File: config.mk
export PLATFORM = sky130hd
export DESIGN_NAME = swm_ctrl
export DESIGN_NICKNAME = d
export VERILOG_FILES = /design/src/rtl/swm_pkg.sv /design/src/rtl/swm_ctrl.sv
export SDC_FILE = /design/constraint.sdc
export NUM_CORES = 1
export LEC_CHECK = 0
export BUFFER_PORTS_ARGS = -buffer_cell sky130_fd_sc_hd__buf_2
export CORE_AREA = 2 2 39 41
export DETAILED_ROUTE_END_ITERATION = 12
export DIE_AREA = 0 0 41 43
export PLACE_DENSITY = 0.37
export SETUP_SLACK_MARGIN = 0.1
export SKIP_CTS_REPAIR_TIMING = 1
export SKIP_LAST_GASP = 1
export SYNTH_ARGS = -nofsm -noshare
export SYNTH_HDL_FRONTEND = slang
export SYNTH_SLANG_ARGS = --single-unit
File: constraint.sdc
create_clock -name clk -period 1 [get_ports clk]
set_input_delay 0.1 -clock clk [delete_from_list [all_inputs] [get_ports clk]]
set_output_delay 0.1 -clock clk [all_outputs]
set_load 0.01 [all_outputs]
File: src/rtl/swm_pkg.sv
// Shared constants and controller/datapath interface types for the sliding window median block.
package swm_pkg;

	localparam int SAMPLE_W        = 32;
	localparam int MEDIAN_W        = 33;
	localparam int CFG_W           = 7;
	localparam int WINDOW_MAX_DEF  = 64;
	localparam int SAMPLE_BITS_DEF = 32;
	localparam int WINDOW_SIZE_RST = 3;

	typedef struct packed {
		logic load;
		logic remove;
		logic insert;
		logic pick;
		logic push;
	} swm_cmd_t;

	typedef struct packed {
		logic full_in;
		logic out_busy;
		logic full;
	} swm_sts_t;

endpackage

File: src/rtl/swm_ctrl.sv
// Sliding window median sequencer: load, remove if full, insert, pick, push if a result is due.
module swm_ctrl import swm_pkg::*; (
	input  logic     clk,
	input  logic     arst_n,
	input  logic     in_valid,
	output logic     in_stall,
	input  swm_sts_t sts,
	output swm_cmd_t cmd
);

	localparam logic [2:0] ST_IDLE   = 3'd0;
	localparam logic [2:0] ST_REMOVE = 3'd1;
	localparam logic [2:0] ST_INSERT = 3'd2;
	localparam logic [2:0] ST_PICK   = 3'd3;
	localparam logic [2:0] ST_PUSH   = 3'd4;

	logic [2:0] state_q;
	logic [2:0] state_nxt;

	assign in_stall = (state_q != ST_IDLE);

	always_comb begin
		cmd       = '0;
		state_nxt = state_q;
		case (state_q)
			ST_IDLE: begin
				if (in_valid) begin
					cmd.load  = 1'b1;
					state_nxt = sts.full_in ? ST_REMOVE : ST_INSERT;
				end
			end
			ST_REMOVE: begin
				cmd.remove = 1'b1;
				state_nxt  = ST_INSERT;
			end
			ST_INSERT: begin
				cmd.insert = 1'b1;
				state_nxt  = ST_PICK;
			end
			ST_PICK: begin
				cmd.pick  = 1'b1;
				// the fill count already includes this sample here
				state_nxt = sts.full ? ST_PUSH : ST_IDLE;
			end
			ST_PUSH: begin
				// hold until the output register frees up
				if (!sts.out_busy) begin
					cmd.push  = 1'b1;
					state_nxt = ST_IDLE;
				end
			end
			default: begin
				state_nxt = ST_IDLE;
			end
		endcase
	end

	always_ff @(posedge clk or negedge arst_n) begin
		if (!arst_n) begin
			state_q <= ST_IDLE;
		end else begin
			state_q <= state_nxt;
		end
	end

endmodule

### Yosys cells after proc, flatten, opt, wreduce, memory -nomap -nowiden

Cells that the tools add are included.

| cells by class | value |
|---|---|
| reductions and logical operators | 3 |
| equal/unequal tests | 6 |
| multiplexer cells | 12 |

Operators with widths:

| cell | count |
|---|---|
| $pmux W3 S5 | 1 |
| $mux W3 | 3 |
| $mux W1 | 7 |
| $eq A3 B2 Y1 const B | 2 |
| $ne A2 B2 Y1 const B | 2 |
| $eq A3 B1 Y1 const B | 1 |
| $eq A3 B3 Y1 const B | 1 |
| $logic_not A3 Y1 | 1 |
| $reduce_bool A3 Y1 | 1 |
| $mux W2 | 1 |
| $reduce_and A2 Y1 | 1 |

| storage, ports and cells | value |
|---|---|
| register bits | 3 |
| bits of input ports | 6 |
| logic and storage cells | 22 |

### Logic depth before layout (Yosys ltp)

| logic depth | value |
|---|---|
| depth in word-level cells | 3 |
| mapped depth | 2 |

### Worst setup path after synthesis

OpenSTA, ideal clock, no wires.

| timing | value |
|---|---|
| kind | register to output |
| start point | register state_q[2] |
| end point | output port cmd[4] in the netlist's numbering |
| data required time | 0.900 ns |
| buffers on the path | 0 |
| cell stages (with the launch flop) | 3 |
| setup slack | -0.069 ns |
| arrival | 0.969 ns |
| cells stage by stage | dfrtp_1 -> or3_4 -> nor2_2 |

RTL lines:

| what | line | source |
|---|---|---|
| start: declaration | swm_ctrl.sv:17 | `logic [2:0] state_q;` |
| start signal: assignment | swm_ctrl.sv:62 | `state_q <= state_nxt;` |
| end: declaration | swm_ctrl.sv:8 | `output swm_cmd_t cmd` |

==> impl_metrics.tcl <==
set metrics [dict create \
    setup_viol 7 \
    initial_core_util_pct 12.5 \
    drtIter0Drc 1 \
    synth_area_per_cell_sq_um 10.2 \
    synth.distinct_cells 13 \
    core_area_sq_um 1380 \
    yosysSeqAreaShare_pct 43.5 \
    async_reset_ff_share_pct 100 \
    die_height_um 43 \
    multi_input_area_sq_um 126 \
    largest_reg_flops 3 \
    timing.rr.start "state_q[1]" \
    outcome "complete, but fails checks" \
    place_area_sq_um 277 \
    holdWs_ns 0.110 \
    slew_violations 0 \
    synth_seq_cells 3 \
    die_w_um 41 \
    drtAntennaViolNets 0 \
    hold_viol 0 \
    cpPeakStageDelay_ns 0.37 \
    clkTransAtPathRegs_ns 0.04 \
    wirelength_um 539 \
    fin_nets 45 \
    violations "negative setup slack" \
    dr.pass1.iters 2 \
    synth-edff-count 0 \
    hp-start "sts[0]" \
    synth_nets 23 \
    grt_max_degree 8 \
    post_drt_wl_per_cell_um 9.98 \
    fin_crit_ns 1.30 \
    num_rows 14 \
    ys_warn_count 0 \
    power.density_nw_per_um2 3050 \
    synth_flop_cell "dfrtp_1" \
    seq_area_sq_um 75.1 \
    min_path_type "in2reg" \
    drcViolationCount 0 \
    tritoncts "done" \
    htreeDepth 1 \
    synth_most_common_cell "dfrtp_1" \
    crit_slowest_cell "dfrtp_1" \
    slew_headroom_pct 86.3 \
    critPathMaxFanout 7 \
    max_flop_register "state_q" \
    path_class "reg2out" \
    pre_cts_ws_ns -0.0677 \
    numPortBuffers 11 \
    synth_top_area_cell "dfrtp_1" \
    grt_util_all_layers_pct 6.64 \
    vias 209 \
    cts_buffers 3 \
    grt_pass1_wl_um 696 \
    finalWorstSetupSlack_ns -0.301 \
    post-route-util_pct 26.9 \
    startpoint_type "flip-flop" \
    critPathBufInv 2 \
    syn_inst 17 \
    tns_ns -1.43 \
    timing.fmax_ghz 0.769 \
    irDropWorstVdd_mv 1.07 \
    n_antenna_cell 0 \
    io_pins 12 \
    dpl.cell_count 47 \
    routed_via_density 3.87 \
    maxCapViolCount 0 \
    place_congestion 0.674 \
    layout-drive-gt1-share_pct 71.1 \
    cp-startpoint "state_q[1]" \
    cts_sinks 3 \
    synthTopCellsByArea "dfrtp_1 (43%), nor3b_1 (8.7%), or3_4 (6.5%)" \
    fillerInstances 155 \
    power_leakage_nw 0.178 \
    skew_ns 0.00287 \
    end_kind "output pin" \
    synth_common_cells "dfrtp_1 (3), a21oi_1 (2), nor3b_1 (2)" \
    critPathTopFamily "flip-flops" \
    root_buffer "clkbuf_4" \
    syn_area_sq_um 173 \
    tightest_slew_ns 0.204 \
    antenna_found_initial 0 \
    syn2layout_area_growth_pct 115 \
    postLayoutCellArea_sq_um 372 \
    final.period_utilization_pct 130 \
    power_mw 1.13 \
    first_global_vias 184 \
    synth_top_cell_area_share_pct 43.5 \
    fin_cells 54 \
    crit_required_ns 0.90 \
    die-area_sq_um 1760 \
    gr-total-overflow 0 \
    crit_chain "buf_4 -> nor4b_2 -> buf_2" \
    reg.largest.list "state_q: 3 flops" \
    rsz0062_at_grt "true" \
    clk_latency_ns 0.23 \
    cts.path.max_buffers 2 \
    crit_arrival_ns 1.20 \
]
## per-layer routing
layer  GRT usage [%]  vias to the layer above  part of all wire [%]
met2            7.19                       12                    44
met1            8.09                       91                    43
met3            3.14                        0                    13
met5               0                        -                     0
met4            8.00                        0                     0
li1                -                      106                     -
## placed cells by master, fill, tap and decap left out, types with 2 or more instances in the layout
cell type | Yosys | final
buf_2 | 0 | 10
buf_6 | 0 | 4
clkbuf_4 | 0 | 3
dfrtp_1 | 3 | 3
nor3b_2 | 0 | 2
buf_4 | 0 | 2
## cell families (layout without fill, tap and decap cells)
logic type | Yosys count | count (layout) | share of synthesized area, %
AOI/OAI and AO/OA | 4 | 4 | 16.7
buffers and inverters | 1 | 22 | 2.17
DFF | 3 | 3 | 43.5
and+or+nand+nor | 9 | 9 | 37.7
## area by class of cell
cell class                 count  area share (%)
sequential                     3            20.2
tap                           16            5.39
clock buffer                   4            7.07
multi-input combinational     13            34.0
inverter                       1            1.01
timing repair buffer          17            32.3
## power breakdown
group | internal (mW) | switching (mW) | total (mW)
Combinational | 0.391 | 0.318 | 0.709
Clock | 0.149 | 0.0602 | 0.210
Sequential | 0.177 | 0.0369 | 0.214
## final timing paths
| check | cells after the start | slack (ns) | end |
|---|---|---|---|
| max | 3 | -0.30 | cmd[0] |
| min | 2 | 0.11 | state_q[2] |
| max reg2reg | 3 | -0.06 | state_q[2] |
| min reg2reg | 2 | 0.58 | state_q[0] |
| max in group asynchronous | 2 | 0.71 | state_q[0] |
| min in group asynchronous | 2 | 0.19 | state_q[1] |
(Power assumes the default switching activity.)
